**src/rtl/core/npk_pkg.sv**
```systemverilog
// Shared types, codes and default constants of the NoC initiator packetizer.
// Used by every module under rtl/core; depends on nothing.
package npk_pkg;

   // Defaults for the top-level parameters.
   localparam int BYTES_PER_FLIT_DEF = 4;
   localparam int SESSION_SPAN_DEF   = 1024;
   localparam int REGION_COUNT_DEF   = 3;
   localparam int QUEUE_DEPTH_DEF    = 2;

   // Fixed field widths.
   localparam int REGION_MAX = 3;
   localparam int CMD_W      = 2;
   localparam int ADDR_W     = 32;
   localparam int LEN_W      = 8;
   localparam int NODE_W     = 4;
   localparam int TAG_W      = 14;
   localparam int SESSION_W  = 10;
   localparam int KIND_W     = 3;
   localparam int FLITS_W    = 7;
   localparam int BODY_W     = 6;
   localparam int MAX_BODY   = 62;
   localparam int PADDR_W    = 5;
   localparam int PDATA_W    = 32;
   localparam int TARGETS_W  = REGION_MAX * NODE_W;

   // Request commands.
   localparam logic [CMD_W-1:0] CMD_READ  = 2'd0;
   localparam logic [CMD_W-1:0] CMD_WRITE = 2'd1;
   localparam logic [CMD_W-1:0] CMD_ACK   = 2'd2;
   localparam logic [CMD_W-1:0] CMD_NONE  = 2'd3;

   // Flit kinds.
   localparam logic [KIND_W-1:0] KIND_HEAD = 3'd0;
   localparam logic [KIND_W-1:0] KIND_BODY = 3'd1;
   localparam logic [KIND_W-1:0] KIND_TAIL = 3'd2;
   localparam logic [KIND_W-1:0] KIND_DATA = 3'd3;
   localparam logic [KIND_W-1:0] KIND_ACK  = 3'd4;
   localparam logic [KIND_W-1:0] KIND_ERR  = 3'd5;

   // Register indexes (byte address bits 4..2).
   localparam logic [2:0] REG_LOCAL_NODE     = 3'd0;
   localparam logic [2:0] REG_REGION0_BASE   = 3'd1;
   localparam logic [2:0] REG_REGION0_LIMIT  = 3'd2;
   localparam logic [2:0] REG_REGION1_BASE   = 3'd3;
   localparam logic [2:0] REG_REGION1_LIMIT  = 3'd4;
   localparam logic [2:0] REG_REGION2_BASE   = 3'd5;
   localparam logic [2:0] REG_REGION2_LIMIT  = 3'd6;
   localparam logic [2:0] REG_REGION_TARGETS = 3'd7;

   typedef struct packed {
      logic [NODE_W-1:0]                    local_node;
      logic [REGION_MAX-1:0][ADDR_W-1:0]    base;
      logic [REGION_MAX-1:0][ADDR_W-1:0]    limit;
      logic [TARGETS_W-1:0]                 targets;
   } csr_type;

   // One classified request. A HEAD kind stands for a multi-flit packet;
   // every other kind is a single flit whose remaining count equals total.
   typedef struct packed {
      logic [KIND_W-1:0]  kind;
      logic [FLITS_W-1:0] total;
      logic [TAG_W-1:0]   tag;
      logic [NODE_W-1:0]  target;
   } desc_type;

endpackage

```
**src/rtl/core/npk_csr.sv**
```systemverilog
// Configuration registers of the packetizer behind an APB-style port.
// Depends on npk_pkg for register indexes and the csr_type bundle.
module npk_csr (
   input  logic                         clock,
   input  logic                         reset,
   input  logic                         psel,
   input  logic                         penable,
   input  logic                         pwrite,
   input  logic [npk_pkg::PADDR_W-1:0]  paddr,
   input  logic [npk_pkg::PDATA_W-1:0]  pwdata,
   output logic [npk_pkg::PDATA_W-1:0]  prdata,
   output logic                         pready,
   output npk_pkg::csr_type             csr
);

   logic [npk_pkg::NODE_W-1:0]                              local_node_ff, local_node_in;
   logic [npk_pkg::REGION_MAX-1:0][npk_pkg::ADDR_W-1:0]     base_ff, base_in;
   logic [npk_pkg::REGION_MAX-1:0][npk_pkg::ADDR_W-1:0]     limit_ff, limit_in;
   logic [npk_pkg::TARGETS_W-1:0]                           targets_ff, targets_in;
   logic [2:0]                                              reg_index;
   logic                                                    wr_en;

   assign pready    = 1'b1;
   assign reg_index = paddr[4:2];
   assign wr_en     = psel && penable && pwrite;

   always_comb begin
      local_node_in = local_node_ff;
      base_in       = base_ff;
      limit_in      = limit_ff;
      targets_in    = targets_ff;
      if (wr_en) begin
         case (reg_index)
            npk_pkg::REG_LOCAL_NODE:     local_node_in = pwdata[npk_pkg::NODE_W-1:0];
            npk_pkg::REG_REGION0_BASE:   base_in[0]    = pwdata;
            npk_pkg::REG_REGION0_LIMIT:  limit_in[0]   = pwdata;
            npk_pkg::REG_REGION1_BASE:   base_in[1]    = pwdata;
            npk_pkg::REG_REGION1_LIMIT:  limit_in[1]   = pwdata;
            npk_pkg::REG_REGION2_BASE:   base_in[2]    = pwdata;
            npk_pkg::REG_REGION2_LIMIT:  limit_in[2]   = pwdata;
            npk_pkg::REG_REGION_TARGETS: targets_in    = pwdata[npk_pkg::TARGETS_W-1:0];
            default: begin
            end
         endcase
      end
   end

   always_ff @(posedge clock) begin
      if (reset) begin
         local_node_ff <= '0;
         base_ff       <= '1;
         limit_ff      <= '0;
         targets_ff    <= '0;
      end else begin
         local_node_ff <= local_node_in;
         base_ff       <= base_in;
         limit_ff      <= limit_in;
         targets_ff    <= targets_in;
      end
   end

   always_comb begin
      case (reg_index)
         npk_pkg::REG_LOCAL_NODE:     prdata = 32'(local_node_ff);
         npk_pkg::REG_REGION0_BASE:   prdata = base_ff[0];
         npk_pkg::REG_REGION0_LIMIT:  prdata = limit_ff[0];
         npk_pkg::REG_REGION1_BASE:   prdata = base_ff[1];
         npk_pkg::REG_REGION1_LIMIT:  prdata = limit_ff[1];
         npk_pkg::REG_REGION2_BASE:   prdata = base_ff[2];
         npk_pkg::REG_REGION2_LIMIT:  prdata = limit_ff[2];
         npk_pkg::REG_REGION_TARGETS: prdata = 32'(targets_ff);
         default:                     prdata = '0;
      endcase
   end

   assign csr.local_node = local_node_ff;
   assign csr.base       = base_ff;
   assign csr.limit      = limit_ff;
   assign csr.targets    = targets_ff;

endmodule

```
**src/rtl/core/npk_front.sv**
```systemverilog
// Front end: accepts requests, routes them by address region, sizes the packet
// and assigns the session id. Depends on npk_pkg; feeds npk_queue.
module npk_front #(
   parameter int BYTES_PER_FLIT = npk_pkg::BYTES_PER_FLIT_DEF,
   parameter int SESSION_SPAN   = npk_pkg::SESSION_SPAN_DEF,
   parameter int REGION_COUNT   = npk_pkg::REGION_COUNT_DEF
) (
   input  logic                         clock,
   input  logic                         reset,
   input  npk_pkg::csr_type             csr,
   input  logic                         req_valid,
   output logic                         req_ready,
   input  logic [npk_pkg::CMD_W-1:0]    req_command,
   input  logic [npk_pkg::ADDR_W-1:0]   req_address,
   input  logic [npk_pkg::LEN_W-1:0]    req_byte_length,
   input  logic [npk_pkg::NODE_W-1:0]   req_peer_node,
   input  logic [npk_pkg::TAG_W-1:0]    req_peer_session,
   input  logic                         full,
   output logic                         push,
   output npk_pkg::desc_type            push_desc
);

   // Ceiling division by a constant: (len + BPF - 1) * RECIP >> 16 is exact
   // for every rounded length below 512.
   localparam int RECIP_SHIFT = 16;
   localparam int RECIP       = ((1 << RECIP_SHIFT) + BYTES_PER_FLIT - 1) / BYTES_PER_FLIT;
   localparam int ROUND_W     = npk_pkg::LEN_W + 1;
   localparam int PROD_W      = ROUND_W + RECIP_SHIFT + 1;

   logic                             accept;
   logic                             hit;
   logic [npk_pkg::NODE_W-1:0]       dst;
   logic [ROUND_W-1:0]               round_len;
   logic [PROD_W-1:0]                prod;
   logic [ROUND_W-1:0]               quot;
   logic [npk_pkg::BODY_W-1:0]       body;
   logic [npk_pkg::SESSION_W:0]      cnt_sum;
   logic [npk_pkg::SESSION_W-1:0]    cnt_next;
   logic [npk_pkg::TAG_W:0]          tag_sum;
   logic [npk_pkg::SESSION_W-1:0]    session_ff, session_in;

   assign req_ready = !full;
   assign accept    = req_valid && !full;

   // Lowest-numbered matching region wins.
   always_comb begin
      hit = 1'b0;
      dst = '0;
      for (int i = npk_pkg::REGION_MAX - 1; i >= 0; i--) begin
         if (i < REGION_COUNT && csr.base[i] <= req_address &&
             req_address <= csr.limit[i]) begin
            hit = 1'b1;
            dst = csr.targets[i*npk_pkg::NODE_W +: npk_pkg::NODE_W];
         end
      end
   end

   assign round_len = ROUND_W'(req_byte_length) + ROUND_W'(BYTES_PER_FLIT - 1);
   assign prod      = PROD_W'(round_len) * PROD_W'(RECIP);
   assign quot      = prod[RECIP_SHIFT +: ROUND_W];

   always_comb begin
      if (req_command == npk_pkg::CMD_READ) begin
         body = npk_pkg::BODY_W'(1);
      end else if (quot > ROUND_W'(npk_pkg::MAX_BODY)) begin
         body = npk_pkg::BODY_W'(npk_pkg::MAX_BODY);
      end else begin
         body = quot[npk_pkg::BODY_W-1:0];
      end
   end

   // Wrap the session counter at the span; offset by the local node.
   assign cnt_sum  = {1'b0, session_ff} + 1'b1;
   assign cnt_next = (cnt_sum >= (npk_pkg::SESSION_W+1)'(SESSION_SPAN)) ?
                     '0 : cnt_sum[npk_pkg::SESSION_W-1:0];
   assign tag_sum  = (npk_pkg::TAG_W+1)'(cnt_next) +
                     (npk_pkg::TAG_W+1)'(int'(csr.local_node) * SESSION_SPAN);

   always_comb begin
      push       = 1'b0;
      push_desc  = '0;
      session_in = session_ff;
      case (req_command)
         npk_pkg::CMD_ACK: begin
            push             = accept;
            push_desc.kind   = npk_pkg::KIND_ACK;
            push_desc.total  = npk_pkg::FLITS_W'(1);
            push_desc.tag    = req_peer_session;
            push_desc.target = req_peer_node;
         end
         npk_pkg::CMD_READ, npk_pkg::CMD_WRITE: begin
            push = accept;
            if (!hit) begin
               push_desc.kind = npk_pkg::KIND_ERR;
            end else begin
               push_desc.tag    = tag_sum[npk_pkg::TAG_W-1:0];
               push_desc.target = dst;
               if (body == npk_pkg::BODY_W'(1)) begin
                  push_desc.kind  = npk_pkg::KIND_DATA;
                  push_desc.total = npk_pkg::FLITS_W'(1);
               end else begin
                  push_desc.kind  = npk_pkg::KIND_HEAD;
                  push_desc.total = npk_pkg::FLITS_W'(body) + npk_pkg::FLITS_W'(2);
               end
               if (accept) begin
                  session_in = cnt_next;
               end
            end
         end
         default: begin
            // drop: no flits, no state change
         end
      endcase
   end

   always_ff @(posedge clock) begin
      if (reset) begin
         session_ff <= '1;
      end else begin
         session_ff <= session_in;
      end
   end

   // A zero-byte write is HEAD and TAIL only.
   a_head_size: assert property (@(posedge clock) disable iff (reset)
      (push && push_desc.kind == npk_pkg::KIND_HEAD) |->
      (push_desc.total >= npk_pkg::FLITS_W'(2) && push_desc.total <= npk_pkg::FLITS_W'(64)))
      else $error("multi-flit packet size out of range");

   a_drop_keeps_session: assert property (@(posedge clock) disable iff (reset)
      (accept && req_command == npk_pkg::CMD_NONE) |=> $stable(session_ff))
      else $error("dropped request changed the session counter");

endmodule

```
**src/rtl/core/npk_queue.sv**
```systemverilog
// Short descriptor queue between the front and back ends of the packetizer.
// Depends on npk_pkg for desc_type.
module npk_queue #(
   parameter int DEPTH = npk_pkg::QUEUE_DEPTH_DEF
) (
   input  logic                clock,
   input  logic                reset,
   input  logic                push,
   input  npk_pkg::desc_type   push_desc,
   output logic                full,
   input  logic                pop,
   output npk_pkg::desc_type   pop_desc,
   output logic                empty
);

   localparam int PTR_W = (DEPTH > 1) ? $clog2(DEPTH) : 1;
   localparam int CNT_W = $clog2(DEPTH + 1);

   npk_pkg::desc_type   entry_ff [DEPTH];
   logic [PTR_W-1:0]    wr_ptr_ff, wr_ptr_in;
   logic [PTR_W-1:0]    rd_ptr_ff, rd_ptr_in;
   logic [CNT_W-1:0]    count_ff, count_in;
   logic                do_push, do_pop;

   assign full     = (count_ff == CNT_W'(DEPTH));
   assign empty    = (count_ff == '0);
   assign do_push  = push && !full;
   assign do_pop   = pop && !empty;
   assign pop_desc = entry_ff[rd_ptr_ff];

   always_comb begin
      wr_ptr_in = wr_ptr_ff;
      rd_ptr_in = rd_ptr_ff;
      count_in  = count_ff;
      if (do_push) begin
         wr_ptr_in = (wr_ptr_ff == PTR_W'(DEPTH - 1)) ? '0 : wr_ptr_ff + 1'b1;
      end
      if (do_pop) begin
         rd_ptr_in = (rd_ptr_ff == PTR_W'(DEPTH - 1)) ? '0 : rd_ptr_ff + 1'b1;
      end
      if (do_push && !do_pop) begin
         count_in = count_ff + 1'b1;
      end else if (do_pop && !do_push) begin
         count_in = count_ff - 1'b1;
      end
   end

   always_ff @(posedge clock) begin
      if (reset) begin
         wr_ptr_ff <= '0;
         rd_ptr_ff <= '0;
         count_ff  <= '0;
      end else begin
         wr_ptr_ff <= wr_ptr_in;
         rd_ptr_ff <= rd_ptr_in;
         count_ff  <= count_in;
      end
   end

   always_ff @(posedge clock) begin
      if (do_push) begin
         entry_ff[wr_ptr_ff] <= push_desc;
      end
   end

   a_count_bound: assert property (@(posedge clock) disable iff (reset)
      count_ff <= CNT_W'(DEPTH))
      else $error("queue count above depth");

endmodule

```
**src/rtl/core/npk_back.sv**
```systemverilog
// Back end: expands queued descriptors into flits, one per cycle while rsp_ready
// is high, through an output register. Depends on npk_pkg; reads from npk_queue.
module npk_back (
   input  logic                          clock,
   input  logic                          reset,
   input  logic [npk_pkg::NODE_W-1:0]    local_node,
   input  npk_pkg::desc_type             pop_desc,
   input  logic                          empty,
   output logic                          pop,
   output logic                          rsp_valid,
   input  logic                          rsp_ready,
   output logic [npk_pkg::KIND_W-1:0]    rsp_flit_kind,
   output logic [npk_pkg::FLITS_W-1:0]   rsp_flits_remaining,
   output logic [npk_pkg::FLITS_W-1:0]   rsp_packet_flits,
   output logic [npk_pkg::TAG_W-1:0]     rsp_session_tag,
   output logic [npk_pkg::NODE_W-1:0]    rsp_source_node,
   output logic [npk_pkg::NODE_W-1:0]    rsp_target_node,
   output logic                          rsp_last_flit
);

   logic                           load;
   logic                           active_ff, active_in;
   logic [npk_pkg::FLITS_W-1:0]    rem_ff, rem_in;
   npk_pkg::desc_type              cur_ff, cur_in;
   logic                           valid_ff, valid_in;
   logic [npk_pkg::KIND_W-1:0]     kind_ff, kind_in;
   logic [npk_pkg::FLITS_W-1:0]    remaining_ff, remaining_in;
   logic [npk_pkg::FLITS_W-1:0]    packet_ff, packet_in;
   logic [npk_pkg::TAG_W-1:0]      tag_ff, tag_in;
   logic [npk_pkg::NODE_W-1:0]     source_ff, source_in;
   logic [npk_pkg::NODE_W-1:0]     target_ff, target_in;
   logic                           last_ff, last_in;

   // Load the output register when it is empty or its transfer completes.
   assign load = !valid_ff || rsp_ready;

   always_comb begin
      pop          = 1'b0;
      active_in    = active_ff;
      rem_in       = rem_ff;
      cur_in       = cur_ff;
      valid_in     = valid_ff && !rsp_ready;
      kind_in      = kind_ff;
      remaining_in = remaining_ff;
      packet_in    = packet_ff;
      tag_in       = tag_ff;
      source_in    = source_ff;
      target_in    = target_ff;
      last_in      = last_ff;
      if (load) begin
         if (active_ff) begin
            valid_in     = 1'b1;
            kind_in      = (rem_ff == npk_pkg::FLITS_W'(1)) ?
                           npk_pkg::KIND_TAIL : npk_pkg::KIND_BODY;
            remaining_in = rem_ff;
            packet_in    = cur_ff.total;
            tag_in       = cur_ff.tag;
            source_in    = local_node;
            target_in    = cur_ff.target;
            last_in      = (rem_ff == npk_pkg::FLITS_W'(1));
            rem_in       = rem_ff - 1'b1;
            active_in    = (rem_ff != npk_pkg::FLITS_W'(1));
         end else if (!empty) begin
            pop          = 1'b1;
            valid_in     = 1'b1;
            kind_in      = pop_desc.kind;
            remaining_in = pop_desc.total;
            packet_in    = pop_desc.total;
            tag_in       = pop_desc.tag;
            source_in    = local_node;
            target_in    = pop_desc.target;
            last_in      = (pop_desc.kind != npk_pkg::KIND_HEAD);
            cur_in       = pop_desc;
            rem_in       = pop_desc.total - 1'b1;
            active_in    = (pop_desc.kind == npk_pkg::KIND_HEAD);
         end
      end
   end

   always_ff @(posedge clock) begin
      if (reset) begin
         valid_ff  <= 1'b0;
         active_ff <= 1'b0;
         rem_ff    <= '0;
      end else begin
         valid_ff  <= valid_in;
         active_ff <= active_in;
         rem_ff    <= rem_in;
      end
   end

   always_ff @(posedge clock) begin
      cur_ff       <= cur_in;
      kind_ff      <= kind_in;
      remaining_ff <= remaining_in;
      packet_ff    <= packet_in;
      tag_ff       <= tag_in;
      source_ff    <= source_in;
      target_ff    <= target_in;
      last_ff      <= last_in;
   end

   assign rsp_valid           = valid_ff;
   assign rsp_flit_kind       = kind_ff;
   assign rsp_flits_remaining = remaining_ff;
   assign rsp_packet_flits    = packet_ff;
   assign rsp_session_tag     = tag_ff;
   assign rsp_source_node     = source_ff;
   assign rsp_target_node     = target_ff;
   assign rsp_last_flit       = last_ff;

   a_last_matches_count: assert property (@(posedge clock) disable iff (reset)
      valid_ff |-> (last_ff == (remaining_ff <= npk_pkg::FLITS_W'(1))))
      else $error("last flag disagrees with remaining count");

   a_body_in_range: assert property (@(posedge clock) disable iff (reset)
      (valid_ff && kind_ff == npk_pkg::KIND_BODY) |->
      (remaining_ff >= npk_pkg::FLITS_W'(2) && remaining_ff < packet_ff))
      else $error("body flit outside its packet");

endmodule

```
**src/rtl/core/noc_initiator_packetizer.sv**
```systemverilog
// Top level of the NoC initiator packetizer: CSR block, front end, descriptor
// queue and back end. Depends on npk_pkg, npk_csr, npk_front, npk_queue, npk_back.
//
//   channel   direction  handshake          payload
//   req_*     in         req_valid/ready    command, address, byte_length, peer
//   rsp_*     out        rsp_valid/ready    one flit per transfer
//   csr       in/out     psel/penable/pwrite  paddr, pwdata, prdata (32 bit)
//
// The back end sends one flit per cycle while rsp_ready is high. A request
// makes 1 flit for read, ack, error or short write, F+2 otherwise.
// The front end classifies one request per cycle while the queue has room;
// a request's first flit passes the queue entry and then the output register.
// Reset clears the queue, output register and CSRs, but sets the region bases
// (so no region matches) and the session counter to all ones. rsp_ready low
// holds the current flit; once the queue fills, req_ready drops.
module noc_initiator_packetizer #(
   parameter int BYTES_PER_FLIT = npk_pkg::BYTES_PER_FLIT_DEF,
   parameter int SESSION_SPAN   = npk_pkg::SESSION_SPAN_DEF,
   parameter int REGION_COUNT   = npk_pkg::REGION_COUNT_DEF,
   parameter int QUEUE_DEPTH    = npk_pkg::QUEUE_DEPTH_DEF
) (
   input  logic                          clock,
   input  logic                          reset,
   input  logic                          req_valid,
   output logic                          req_ready,
   input  logic [npk_pkg::CMD_W-1:0]     req_command,
   input  logic [npk_pkg::ADDR_W-1:0]    req_address,
   input  logic [npk_pkg::LEN_W-1:0]     req_byte_length,
   input  logic [npk_pkg::NODE_W-1:0]    req_peer_node,
   input  logic [npk_pkg::TAG_W-1:0]     req_peer_session,
   output logic                          rsp_valid,
   input  logic                          rsp_ready,
   output logic [npk_pkg::KIND_W-1:0]    rsp_flit_kind,
   output logic [npk_pkg::FLITS_W-1:0]   rsp_flits_remaining,
   output logic [npk_pkg::FLITS_W-1:0]   rsp_packet_flits,
   output logic [npk_pkg::TAG_W-1:0]     rsp_session_tag,
   output logic [npk_pkg::NODE_W-1:0]    rsp_source_node,
   output logic [npk_pkg::NODE_W-1:0]    rsp_target_node,
   output logic                          rsp_last_flit,
   input  logic                          psel,
   input  logic                          penable,
   input  logic                          pwrite,
   input  logic [npk_pkg::PADDR_W-1:0]   paddr,
   input  logic [npk_pkg::PDATA_W-1:0]   pwdata,
   output logic [npk_pkg::PDATA_W-1:0]   prdata,
   output logic                          pready
);

   npk_pkg::csr_type    csr;
   npk_pkg::desc_type   push_desc;
   npk_pkg::desc_type   pop_desc;
   logic                push, full, pop, empty;

   npk_csr u_csr (
      .clock   (clock),
      .reset   (reset),
      .psel    (psel),
      .penable (penable),
      .pwrite  (pwrite),
      .paddr   (paddr),
      .pwdata  (pwdata),
      .prdata  (prdata),
      .pready  (pready),
      .csr     (csr)
   );

   npk_front #(
      .BYTES_PER_FLIT (BYTES_PER_FLIT),
      .SESSION_SPAN   (SESSION_SPAN),
      .REGION_COUNT   (REGION_COUNT)
   ) u_front (
      .clock            (clock),
      .reset            (reset),
      .csr              (csr),
      .req_valid        (req_valid),
      .req_ready        (req_ready),
      .req_command      (req_command),
      .req_address      (req_address),
      .req_byte_length  (req_byte_length),
      .req_peer_node    (req_peer_node),
      .req_peer_session (req_peer_session),
      .full             (full),
      .push             (push),
      .push_desc        (push_desc)
   );

   npk_queue #(
      .DEPTH (QUEUE_DEPTH)
   ) u_queue (
      .clock     (clock),
      .reset     (reset),
      .push      (push),
      .push_desc (push_desc),
      .full      (full),
      .pop       (pop),
      .pop_desc  (pop_desc),
      .empty     (empty)
   );

   npk_back u_back (
      .clock               (clock),
      .reset               (reset),
      .local_node          (csr.local_node),
      .pop_desc            (pop_desc),
      .empty               (empty),
      .pop                 (pop),
      .rsp_valid           (rsp_valid),
      .rsp_ready           (rsp_ready),
      .rsp_flit_kind       (rsp_flit_kind),
      .rsp_flits_remaining (rsp_flits_remaining),
      .rsp_packet_flits    (rsp_packet_flits),
      .rsp_session_tag     (rsp_session_tag),
      .rsp_source_node     (rsp_source_node),
      .rsp_target_node     (rsp_target_node),
      .rsp_last_flit       (rsp_last_flit)
   );

endmodule
```
**config.mk**
```make
export PLATFORM = sky130hd
export DESIGN_NAME = noc_initiator_packetizer
export DESIGN_NICKNAME = d
export VERILOG_FILES = /design/src/rtl/core/npk_pkg.sv /design/src/rtl/core/npk_csr.sv /design/src/rtl/core/npk_front.sv /design/src/rtl/core/npk_queue.sv /design/src/rtl/core/npk_back.sv /design/src/rtl/core/noc_initiator_packetizer.sv
export SDC_FILE = /design/constraint.sdc
export NUM_CORES = 1
export LEC_CHECK = 0
export ABC_CLOCK_PERIOD_IN_PS = 4500
export BUFFER_PORTS_ARGS = -buffer_cell sky130_fd_sc_hd__clkbuf_2
export CORE_MARGIN = 2
export CORE_UTILIZATION = 40
export CTS_CLUSTER_DIAMETER = 60
export DETAILED_ROUTE_END_ITERATION = 12
export MAX_ROUTING_LAYER = met4
export SYNTH_ARGS = -nofsm -noshare
export SYNTH_HDL_FRONTEND = slang
export SYNTH_SLANG_ARGS = --single-unit
```
**constraint.sdc**
```tcl
create_clock -name clock -period 4.5 [get_ports clock]
set_input_delay 0.9 -clock clock [delete_from_list [all_inputs] [get_ports clock]]
set_output_delay 0.9 -clock clock [all_outputs]
set_load 0.005 [all_outputs]
```
Word level (Yosys, flattened, before mapping)
Memory sizes are Yosys's and may differ from the RTL's. A register that Yosys moved wholly into a read port is not among the register bits.
Index checks and enable logic that the tools add are counted.

storage, ports and cells
  flip-flop bits (word level) = 296
  memories kept = 1
  logic and storage cells = 144
  bits of input ports = 104
  bits in writable memories = 56

memories
  name              words  width  rd ports  clocked after Yosys merged registers in  write ports  line             text
  u_queue.entry_ff  2      28     1         1                                        1            npk_queue.sv:19  npk_pkg::desc_type entry_ff [DEPTH];

cells by class
  add/subtract/negate cells = 10
  order comparisons = 8
  reduce and logical (&&, ||, !) cells = 37
  bitwise gates (word level) = 2
  equality and inequality tests = 14
  muxes and demuxes = 47

operators with widths
  cell                                                        count
  case mux 32 bit (8 select lines)                            1
  less-or-equal comparator 32 bit                             6
  case mux 28 bit (2 select lines)                            1
  2-to-1 mux 7 bit                                            5
  2-to-1 mux 14 bit                                           2
  2-to-1 mux 4 bit                                            7
  2-to-1 mux 25 bit                                           1
  2-to-1 mux 1 bit                                            20
  AND reduction 2 bit                                         9
  adder 10 x 14 -> 14 bit                                     1
  subtractor 7 x 1 -> 7 bit (second input constant)           2
  == test 3 bit (second input constant)                       4
  2-to-1 mux 6 bit                                            2
  adder 10 x 1 -> 11 bit (second input constant)              1
  greater-or-equal comparator 11 bit (second input constant)  1
  logical AND 1 bit                                           11
  2-to-1 mux 10 bit                                           1
  adder 8 x 2 -> 9 bit (second input constant)                1
  2-to-1 mux 3 bit                                            3
  2-to-1 mux 9 bit                                            1
  adder 6 x 2 -> 7 bit (second input constant)                1
  == test 7 x 1 -> 1 bit (second input constant)              1
  > comparator 7 x 6 -> 1 bit (second input constant)         1
  != test 7 x 1 -> 1 bit (second input constant)              1
  other kinds (20)                                            34

Depth between registers and ports, before layout
Gate-level depths: netlist of run 1.

  depth in word-level cells = 9
  mapped depth = 13
  depth with buffers taken out = 11

Modules after synthesis
From an unflattened synthesis of run 1, not the netlist that was laid out.

second synthesis, totals
  cells, all modules = 2279
  area, all modules = 20492.2 µm²

modules (own cells, without submodules)
  module     times used  area each (µm²)  cells each  seq. area each (µm²)
  npk_csr    1           9252.6           1148        4164.0
  npk_front  1           6010.8           809         200.2
  npk_back   1           2994.1           210         2132.0
  npk_queue  1           2234.6           112         1781.7

Worst setup path after synthesis of run 1
OpenSTA, ideal clock, no wires.

  path kind = input to register
  from = in rsp_ready
  to = reg u_queue.count_ff[1]
  required time = 4.430 ns
  cell stages on the path = 6
  buffers on the path = 0
  library setup time = 0.070 ns
  slack = 0.252 ns
  arrival time = 4.178 ns
  path through = nor2b_1 nor3_1 inv_1 ha_1 or3_1 a21oi_1

between the ends
  word-level cells in the longest chain between the ends = 6
  elaborated cells between the ends (all ways) = 8

ends and longest elaborated chain
  what                                                    line                            text
  start: declaration                                      noc_initiator_packetizer.sv:32  input logic rsp_ready,
  logical OR 1 bit (*)                                    npk_back.sv:35                  assign load = !valid_ff || rsp_ready;
  2-to-1 mux 1 bit (*)                                    npk_back.sv:50                  if (load) begin
  logical AND 1 bit (*)                                   npk_queue.sv:28                 assign do_pop = pop && !empty;
  logical NOT 1 bit                                       npk_queue.sv:41                 if (do_push && !do_pop) begin
  logical AND 1 bit                                       npk_queue.sv:41
  2-to-1 mux 2 bit or nonzero test 2 bit (tied branches)  n/a
  end signal: assignment                                  npk_queue.sv:56                 count_ff <= count_in;
  end: declaration                                        npk_queue.sv:22                 logic [CNT_W-1:0] count_ff, count_in;

Every way passes the cells marked *; elsewhere a longest branch is shown, timed or not.
A chain may end at the register's enable or synchronous reset.

Final worst setup path of run 1
  from = in req_address[15] (netlist name)
  to = reg u_front.session_ff[9] (netlist name)

between the ends
  word-level cells in the longest chain between the ends = 6
  elaborated cells between the ends (all ways) = 13

ends and longest elaborated chain
  what                                                       line                              text
  start: declaration                                         noc_initiator_packetizer.sv:27    input logic [npk_pkg::ADDR_W-1:0] req_address,
  less-or-equal comparator 32 bit, on equally long branches  npk_front.sv:50, npk_front.sv:51
  logical AND 1 bit                                          npk_front.sv:50                   if (i < REGION_COUNT && csr.base[i] <= req_address &&
  2-to-1 mux 1 bit (2 in series)                             npk_front.sv:50
  2-to-1 mux 1 bit (*)                                       npk_front.sv:50
  AND reduction 3 bit (no line) (*)                          n/a
  end signal: assignment                                     npk_front.sv:120                  session_ff <= session_in;
  end: declaration                                           npk_front.sv:40                   logic [npk_pkg::SESSION_W-1:0] session_ff, session_in;

Marked as above.

==> impl_table.tex, run 1 <==
\begin{tabular}{lr}
\hline
Metric & Value \\
\hline
\multicolumn{2}{l}{\textbf{Synthesis}} \\
Most area-consuming cells after synthesis & dfxtp\_1 24\%, edfxtp\_1 18\%, ha\_1 13\% \\
Commonest cells in the netlist & 300 x nand2\_1, 232 x dfxtp\_1, 227 x a21oi\_1, 198 x ha\_1, 155 x inv\_1 \\
Top flip-flop cell by instance count after synthesis & dfxtp\_1 \\
Total of flip-flops plus latches after synthesis & roughly 350 \\
Cell count after synthesis & $\sim$2,100 \\
Area share of the largest cell type after synthesis & 23.6\% \\
Library cell with the largest summed area after synthesis & dfxtp\_1 \\
Count of flip-flops with a built-in enable after synthesis & approximately 120 \\
Yosys synthesis warning count & 0 \\
Fraction of synthesis flops using an asynchronous set or reset pin & 0\% \\
Most common cell in the synthesized netlist & nand2\_1 \\
Number of library cell types mapped by synthesis & 67 \\
Avg Synthesized Cell Area & approximately 9.3 um\^{}2 \\
Total nets after synthesis & about 2,400 \\
Register area share after synthesis & between 40\% and 50\% \\
Cell area after synthesis & $\sim$0.02 mm\^{}2 \\
\multicolumn{2}{l}{\textbf{Worst setup path}} \\
Required time of the critical path & between 4 and 5 ns \\
CP Capture Type & flop \\
Worst-path fanout max & 18 \\
Stage delay of the slowest cell on the critical path & roughly 0.54 ns \\
Worst R2R Start & u\_csr.csr[58]\$\_SDFFE\_PP0P\_ \\
Startpoint class of the critical path & primary input \\
Reg2Reg Capture Point & u\_front.session\_ff[9]\$\_SDFFE\_PP1P\_ \\
Reg2Reg Setup Slack & roughly 0.94 ns \\
CP cell instances & clkbuf\_2 > buf\_4 > ha\_1 > nand4\_2 > nor4\_4 > and3\_1 > or4\_1 > o221ai\_1 > or4\_1 > buf\_4 > a31oi\_4 > nor2b\_1 > a211o\_1 \\
Worst r2r path cells & 12 \\
Crit path arrival time & a little over 4 ns \\
Bufs and invs on worst path & 3 \\
Critical setup path kind & in2reg \\
Slowest cell on the critical path & or4\_1 \\
Crit-path leading delay family & simple AND/OR/NAND/NOR gates \\
\multicolumn{2}{l}{\textbf{Routing}} \\
Remaining DRCs & 0 \\
Average routed wire per standard cell & around 20 um \\
First-pass detailed-route iteration total & 5 \\
DRT iter0 DRCs & 1,396 \\
Via density per instance & around 5.5 \\
Routed WL & between 50,000 and 60,000 um \\
Routed vias & 16,472 \\
Final antenna-violating net count & 0 \\
\multicolumn{2}{l}{\textbf{Min path}} \\
Number of stages on the worst hold path & 2 \\
Destination of the worst hold path & u\_csr.csr[78]\$\_SDFFE\_PP0P\_ \\
Hold Crit Class & reg2reg \\
Hold Startpoint & u\_csr.csr[78]\$\_SDFFE\_PP0P\_ \\
\multicolumn{2}{l}{\textbf{GRT}} \\
Global Route met1 Usage & about a third \\
Global Route met3 Usage & 3.77\% \\
Grt met2 use & a little under two fifths \\
Via count of the first global-routing pass & $\sim$16,000 \\
Wire length of the first global-routing pass & between 90,000 and 100,000 um \\
Total routing usage reported by global routing & about a quarter \\
Pin count of the biggest net entering global routing & $\sim$120 \\
Highest-utilization routing layer at the global route stage & met2 \\
Antenna violations before repair & 6 \\
Gr ovfl total & 0 \\
\multicolumn{2}{l}{\textbf{STA}} \\
Post-route worst setup slack & $\sim$0.86 ns \\
Total of endpoints with negative setup slack in the final report & 0 \\
Highest attainable clock frequency & between 0.2 and 0.3 GHz \\
Unrepaired setup endpoints after global routing & no \\
Number of pins with negative max-slew slack in the final report & 0 \\
Worst-case clock skew & $\sim$0.034 ns \\
Final TNS setup & 0 ns \\
Transition at the pin with the smallest max-transition slack & between 1 and 1.5 ns \\
Shortest period the worst path allows & $\sim$3.6 ns \\
Final cycle utilization of the critical path & between 80\% and 90\% \\
Endpoints failing hold & 0 \\
Normalized max-slew margin & 21.8\% \\
\multicolumn{2}{l}{\textbf{Status}} \\
Outcome & complete, no violations \\
\multicolumn{2}{l}{\textbf{Run}} \\
Count of maximum capacitance violations & 0 \\
\multicolumn{2}{l}{\textbf{Floorplan}} \\
Die boundary width & $\sim$230 um \\
Ports & between 150 and 200 \\
Total core area & just under 0.05 mm\^{}2 \\
Site Rows & 81 \\
Floorplan die area & 0.0509 mm\^{}2 \\
Initial core utilization & approximately two fifths \\
Die Y-Extent & 226 um \\
\multicolumn{2}{l}{\textbf{Clock tree}} \\
Hold buffer count at cts & 0 \\
Clock buffer count from CTS & between 40 and 50 \\
Gates resized, CTS repair & 0 \\
Clock latency on the worst-skew pair & around 0.58 ns \\
Clock-pin slew of the registers on the worst-case setup and hold paths & $\sim$0.06 ns \\
Clock H-tree levels & 2 \\
Clock sink count & 353 \\
Clock tree from TritonCTS & done \\
Count of buffers added by post-CTS timing repair for setup & 0 \\
Clock root buffer & clkbuf\_16 \\
Clock buffer depth & 3 \\
\multicolumn{2}{l}{\textbf{Power and ir drop}} \\
Static Leakage & a little under 0.009 uW \\
Power consumption & between 9000 and 10,000 uW \\
Worst vdd ir & 276 uV \\
Ratio of total power to cell area & roughly 420 mW/mm\^{}2 \\
\multicolumn{2}{l}{\textbf{Final layout}} \\
Ratio of cells with drive above 1 in the final layout & approximately 17\% \\
Net count of the finished layout & 2,570 \\
Area growth syn-to-layout & 16.4\% \\
\multicolumn{2}{l}{\textbf{Placed design}} \\
Post-placement setup slack & around 0.33 ns \\
Total of buffers placed on input and output ports & roughly 180 \\
Final HPWL DP & 42,300 um \\
Gp weighted congestion & between 0.8 and 0.9 \\
\hline
\end{tabular}
-- cell usage in the layout, fill, tap and decap left out, drive strengths merged, types with 12 or more instances in the layout --
cell type,count
a211o,103
a21o,18
a21oi,227
a221oi,12
a22o,16
a22oi,73
and3,14
buf,49
clkbuf,235
clkinv,12
dfxtp,232
edfxtp,121
ha,198
inv,160
mux2,54
mux2i,20
nand2,300
nand3,49
nand4,33
nor2,59
nor2b,112
nor3,20
o21ai,44
xor2,13
-- cell type report --
class / count / area (um^2)
timing repair buffer: 223 / 1280
multi-input combinational: 1491 / 10400
sequential: 353 / 8280
fill: 4616 / 25900
clock buffer: 61 / 1320
clock inverter: 20 / 186
tap: 664 / 831
inverter: 155 / 582
antenna: 7 / 17.5
-- kinds of logic after synthesis --
family                     count (synthesis)  synth area share (%)
adders and majority gates                198                  12.6
AOI/OAI and AO/OA                        553                  18.8
DFF                                      353                  42.1
buffers and inverters                    271                  5.30
xor gates and xnor gates                  21                 0.936
muxes                                     76                  4.34
other                                      1                0.0191
and+or+nand+nor                          642                  15.8
-- power by group --
group	switching, uW	leakage (uW)	total (uW)	internal, uW
registers	163	0.00303	4050	3890
logic	1130	0.00487	1870	746
clock network	1450	0.000753	3630	2180
-- layer usage --
| metal | vias up | part of all wire (%) |
|---|---|---|
| li1 | 7932 | - |
| met1 | 7828 | 45 |
| met2 | 599 | 45 |
| met3 | 113 | 7.2 |
| met4 | 0 | 2.8 |
| met5 | - | 0 |
-- worst max-delay path by stage --
| stage | cells past startpoint | slack, ns | to | startpoint |
|---|---|---|---|---|
| detailed placement | 13 | 0.33 | u_front.session_ff[9]$_SDFFE_PP1P_ | req_address[15] |
| global route | 9 | 0.72 | prdata[1] | paddr[3] |
| CTS | 9 | 0.87 | prdata[1] | paddr[3] |
| finish | 13 | 0.86 | u_front.session_ff[9]$_SDFFE_PP1P_ | req_address[15] |
| floorplan | 6 | 0.25 | u_queue.count_ff[1]$_SDFFE_PP0P_ | rsp_ready |
| global placement | 13 | 0.42 | u_front.session_ff[9]$_SDFFE_PP1P_ | req_address[15] |
-- stage by stage --
step | util, % | hold WS (ns) | area (um^2) | cells
2_1_floorplan | - | 0.436 | 19600 | 2115
3_3_place_gp | 43.8 | 0.442 | 21300 | 2886
3_5_place_dp | 43.8 | 0.454 | 21300 | 2886
4_1_cts | 46.9 | 0.462 | 22800 | 2967
5_1_grt | 46.9 | 0.485 | 22900 | 2973
6_report | 46.9 | 0.463 | 22900 | 2974
-- registers in the layout (all words and copies together) (netlist names), named ones only --
| register | cells |
|---|---|
| u_csr.local_node_ff | 4 |
| u_back.rsp_source_node | 4 |
| u_back.rsp_target_node | 4 |
| u_back.rsp_last_flit | 1 |
| u_back.rsp_flits_remaining | 7 |
| u_back.rsp_valid | 1 |
| u_back.rsp_packet_flits | 7 |
| u_queue.rd_ptr_ff | 1 |
| u_back.rsp_session_tag | 14 |
| u_csr.targets_ff | 12 |
| u_queue.entry_ff | 56 |
| u_queue.count_ff | 2 |
| u_back.rem_ff | 7 |
| u_back.cur_ff | 25 |
| u_csr.csr | 192 |
| u_queue.wr_ptr_ff | 1 |
| u_back.rsp_flit_kind | 3 |
| u_back.active_ff | 1 |
| u_front.session_ff | 10 |
-- worst reg2reg max path, delay by kind of cell, from the launching register on --
kind / cells / cell delay (ns)
and+or+nand+nor: 6 / 1.61
AOI/OAI and AO/OA: 3 / 0.84
DFF: 1 / 0.36
adders and majority gates: 1 / 0.34
buffers and inverters: 2 / 0.28
(Power assumes the default switching activity.)
==> run 2, diff against run 1 <==
Settings changed: ABC_CLOCK_PERIOD_IN_PS 4500 to 2900.
Clock period 4.5 ns to 2.9 ns, I/O delays scaled along.
==> run 2 against run 1 <==
Effect of this change:
- clock skew fell by 0.022 ns
- the run now ends with negative setup slack left
- die area is the same
- non-clock buffer count increased by 195
- flip-flop and latch count unchanged
- cell area increased by 10%
- setup slack worse by 1.0 ns
- highest routed layer unchanged
==> impl_table.tex, run 2 (synthesis gave the netlist of run 1 again) <==
\begin{tabular}{lr}
\hline
Metric & Value \\
\hline
\multicolumn{2}{l}{\textbf{Final layout}} \\
Layout Utilization & 51.6\% (+4.7 points) \\
Net count of the finished layout & 2,763 (+7.5\%) \\
Number of flip-flops in the largest register & 192 (unchanged) \\
Ratio of cells with drive above 1 in the final layout & 26.6\% (+10 points) \\
Most frequent cells in the layout & 299 x nand2\_1, 227 x buf\_4, 219 x a21oi\_1, 217 x dfxtp\_1, 172 x clkbuf\_2 \\
Commonest non-fill, non-tap cell in the layout & nand2\_1 \\
Area growth syn-to-layout & 28.1\% \\
Number of fillers in the final layout & 4,426 (-4.1\%) \\
\multicolumn{2}{l}{\textbf{Placed design}} \\
Final HPWL DP & 46,500 um (+9.8\%) \\
Total of buffers placed on input and output ports & 175 (unchanged) \\
Gp weighted congestion & 0.926 (+4.4\%) \\
Post-placement setup slack & -1.05 ns (-1.38 ns) \\
\multicolumn{2}{l}{\textbf{Floorplan}} \\
Floorplan die area & 0.0509 mm\^{}2 (unchanged) \\
Ports & 179 (unchanged) \\
Site Rows & 81 (unchanged) \\
Initial core utilization & 40.3\% (unchanged) \\
Total core area & 0.0487 mm\^{}2 (unchanged) \\
Die boundary width & 226 um (unchanged) \\
Die Y-Extent & 226 um (unchanged) \\
\multicolumn{2}{l}{\textbf{STA}} \\
Final cycle utilization of the critical path & 105\% \\
Post-route worst setup slack & -0.152 ns (-1.01 ns) \\
Unrepaired setup endpoints after global routing & yes \\
Total of endpoints with negative setup slack in the final report & 62 (+62) \\
Transition at the pin with the smallest max-transition slack & 0.566 ns (-0.599 ns) \\
Endpoints failing hold & 0 (unchanged) \\
Highest attainable clock frequency & approximately 0.33 GHz \\
Worst-case clock skew & 0.0122 ns (-0.0218 ns) \\
Shortest period the worst path allows & $\sim$3 ns \\
Normalized max-slew margin & 62.3\% (+40 points) \\
Number of pins with negative max-slew slack in the final report & 0 (unchanged) \\
\multicolumn{2}{l}{\textbf{Clock tree}} \\
Clock latency on the worst-skew pair & 0.58 ns (about the same) \\
Clock sink count & 353 (unchanged) \\
Clock root buffer & clkbuf\_16 \\
Clock H-tree levels & 2 (unchanged) \\
Clock buffer count from CTS & 42 (-4.5\%) \\
Hold buffer count at cts & 0 (unchanged) \\
Clock-pin slew of the registers on the worst-case setup and hold paths & 0.06 ns (about the same) \\
Clock buffer depth & 3 (unchanged) \\
Clock tree from TritonCTS & done \\
\multicolumn{2}{l}{\textbf{Worst setup path}} \\
Crit-path leading delay family & compound AO/OA/AOI/OAI gates \\
First element of the critical path & req\_address[7] \\
Worst R2R Start & u\_csr.csr[154]\$\_SDFFE\_PP1P\_ \\
Critical setup path kind & in2reg \\
Slowest cell on the critical path & o41ai\_2 \\
Startpoint class of the critical path & primary input \\
CP Capture Type & flop \\
Crit path arrival time & 3.51 ns (-0.57 ns) \\
CP cell instances & clkbuf\_4 > buf\_12 > inv\_6 > buf\_4 > ha\_1 > a21oi\_1 > a211oi\_1 > o41ai\_2 > o311ai\_2 > a21o\_1 > buf\_4 > a31oi\_4 > buf\_12 > nor2b\_1 > a211o\_1 \\
Stage delay of the slowest cell on the critical path & 0.48 ns (-0.06 ns) \\
Bufs and invs on worst path & 6 (+3) \\
Required time of the critical path & 3.36 ns (-1.57 ns) \\
Worst-path fanout max & 18 (unchanged) \\
\multicolumn{2}{l}{\textbf{Min path}} \\
Hold Startpoint & pwdata[14] \\
Hold Crit Class & in2reg \\
\multicolumn{2}{l}{\textbf{GRT}} \\
Gr ovfl total & 0 (unchanged) \\
Wire length of the first global-routing pass & 96,500 um (+5.9\%) \\
Total routing usage reported by global routing & 25.3\% (+1.4 points) \\
Via count of the first global-routing pass & 16,885 (+7.4\%) \\
Pin count of the biggest net entering global routing & 74 (-40\%) \\
Antenna violations before repair & 4 (-2) \\
\multicolumn{2}{l}{\textbf{Routing}} \\
DRT iter0 DRCs & 1,117 (-20\%) \\
Routed WL & 62,800 um (+4.7\%) \\
Final antenna-violating net count & 0 (unchanged) \\
Via density per instance & 5.43 (-1.9\%) \\
Remaining DRCs & 0 (unchanged) \\
First-pass detailed-route iteration total & 5 (unchanged) \\
Routed vias & 17,162 (+4.2\%) \\
Average routed wire per standard cell & 19.9 um (-1.4\%) \\
\multicolumn{2}{l}{\textbf{Power and ir drop}} \\
Ratio of total power to cell area & 599 mW/mm\^{}2 (+43\%) \\
Power consumption & 15,100 uW (+58\%) \\
Worst vdd ir & 423 uV (+53\%) \\
Static Leakage & 0.00972 uW (+12\%) \\
\multicolumn{2}{l}{\textbf{Status}} \\
Violated checks & negative setup slack \\
Outcome & finished with violations \\
\multicolumn{2}{l}{\textbf{Run}} \\
Count of maximum capacitance violations & 0 (unchanged) \\
\hline
\end{tabular}
==> run 2: tightest hold or removal path: stages <==
cell	delay, ns
clkbuf_2	0.13
nand2_1	0.07
a21oi_1	0.05
==> run 2: per-layer routing <==
layer | routed length (um) | GRT usage [%]
met4 | 2400 | 9.72
met1 | 26900 | 31.3
met5 | 0 | -
met2 | 30000 | 42.1
met3 | 3530 | 3.43
==> run 2: worst paths after layout <==
kind	slack [ns]	end	cells after the start
max	-0.15	u_front.session_ff[1]$_SDFFE_PP1P_	15
min	0.30	u_csr.csr[58]$_SDFFE_PP0P_	3
max reg2reg	-0.13	u_queue.entry_ff[0][2]$_DFFE_PP_	10
min reg2reg	0.46	u_csr.csr[46]$_SDFFE_PP0P_	2
==> run 2: stage by stage <==
step	hold WS, ns	TNS, ns	instances	area (um^2)
4_1_cts	0.271	-5.67	3155	25000
3_5_place_dp	0.450	-62.91	3075	23300
5_1_grt	0.303	-6.05	3160	25200
3_3_place_gp	0.444	-60.14	3075	23300
2_1_floorplan	0.436	-0.0428	2115	20100
6_report	0.302	-3.27	3160	25200
==> run 2: cell type report <==
class / instances / area (um^2) / share of cell area, %
diodes: 4 / 10.0 / 0.0398
clock buffers: 48 / 1100 / 4.39
clock inverters: 27 / 362 / 1.44
inverters: 155 / 658 / 2.62
multi-input cells: 1491 / 11000 / 43.7
flip-flops and latches: 353 / 8300 / 33.0
well taps: 664 / 831 / 3.30
repair buffers: 418 / 2900 / 11.5
==> run 2: power by group <==
part / internal [uW] / switching, uW / total (uW) / leakage (uW)
clock network: 3450 / 2170 / 5620 / 0.000704
logic: 1360 / 1810 / 3170 / 0.00597
registers: 6030 / 263 / 6290 / 0.00304
total: 10800 / 4240 / 15100 / 0.00972
==> run 2: what timing repair did <==
item / CTS / global route
setup buffers: 6 / 1
endpoints found under the setup margin: 67 / 68
endpoints found under the hold margin: 0 / 0
resized for setup: 38 / 39
pin swaps: 19 / 19
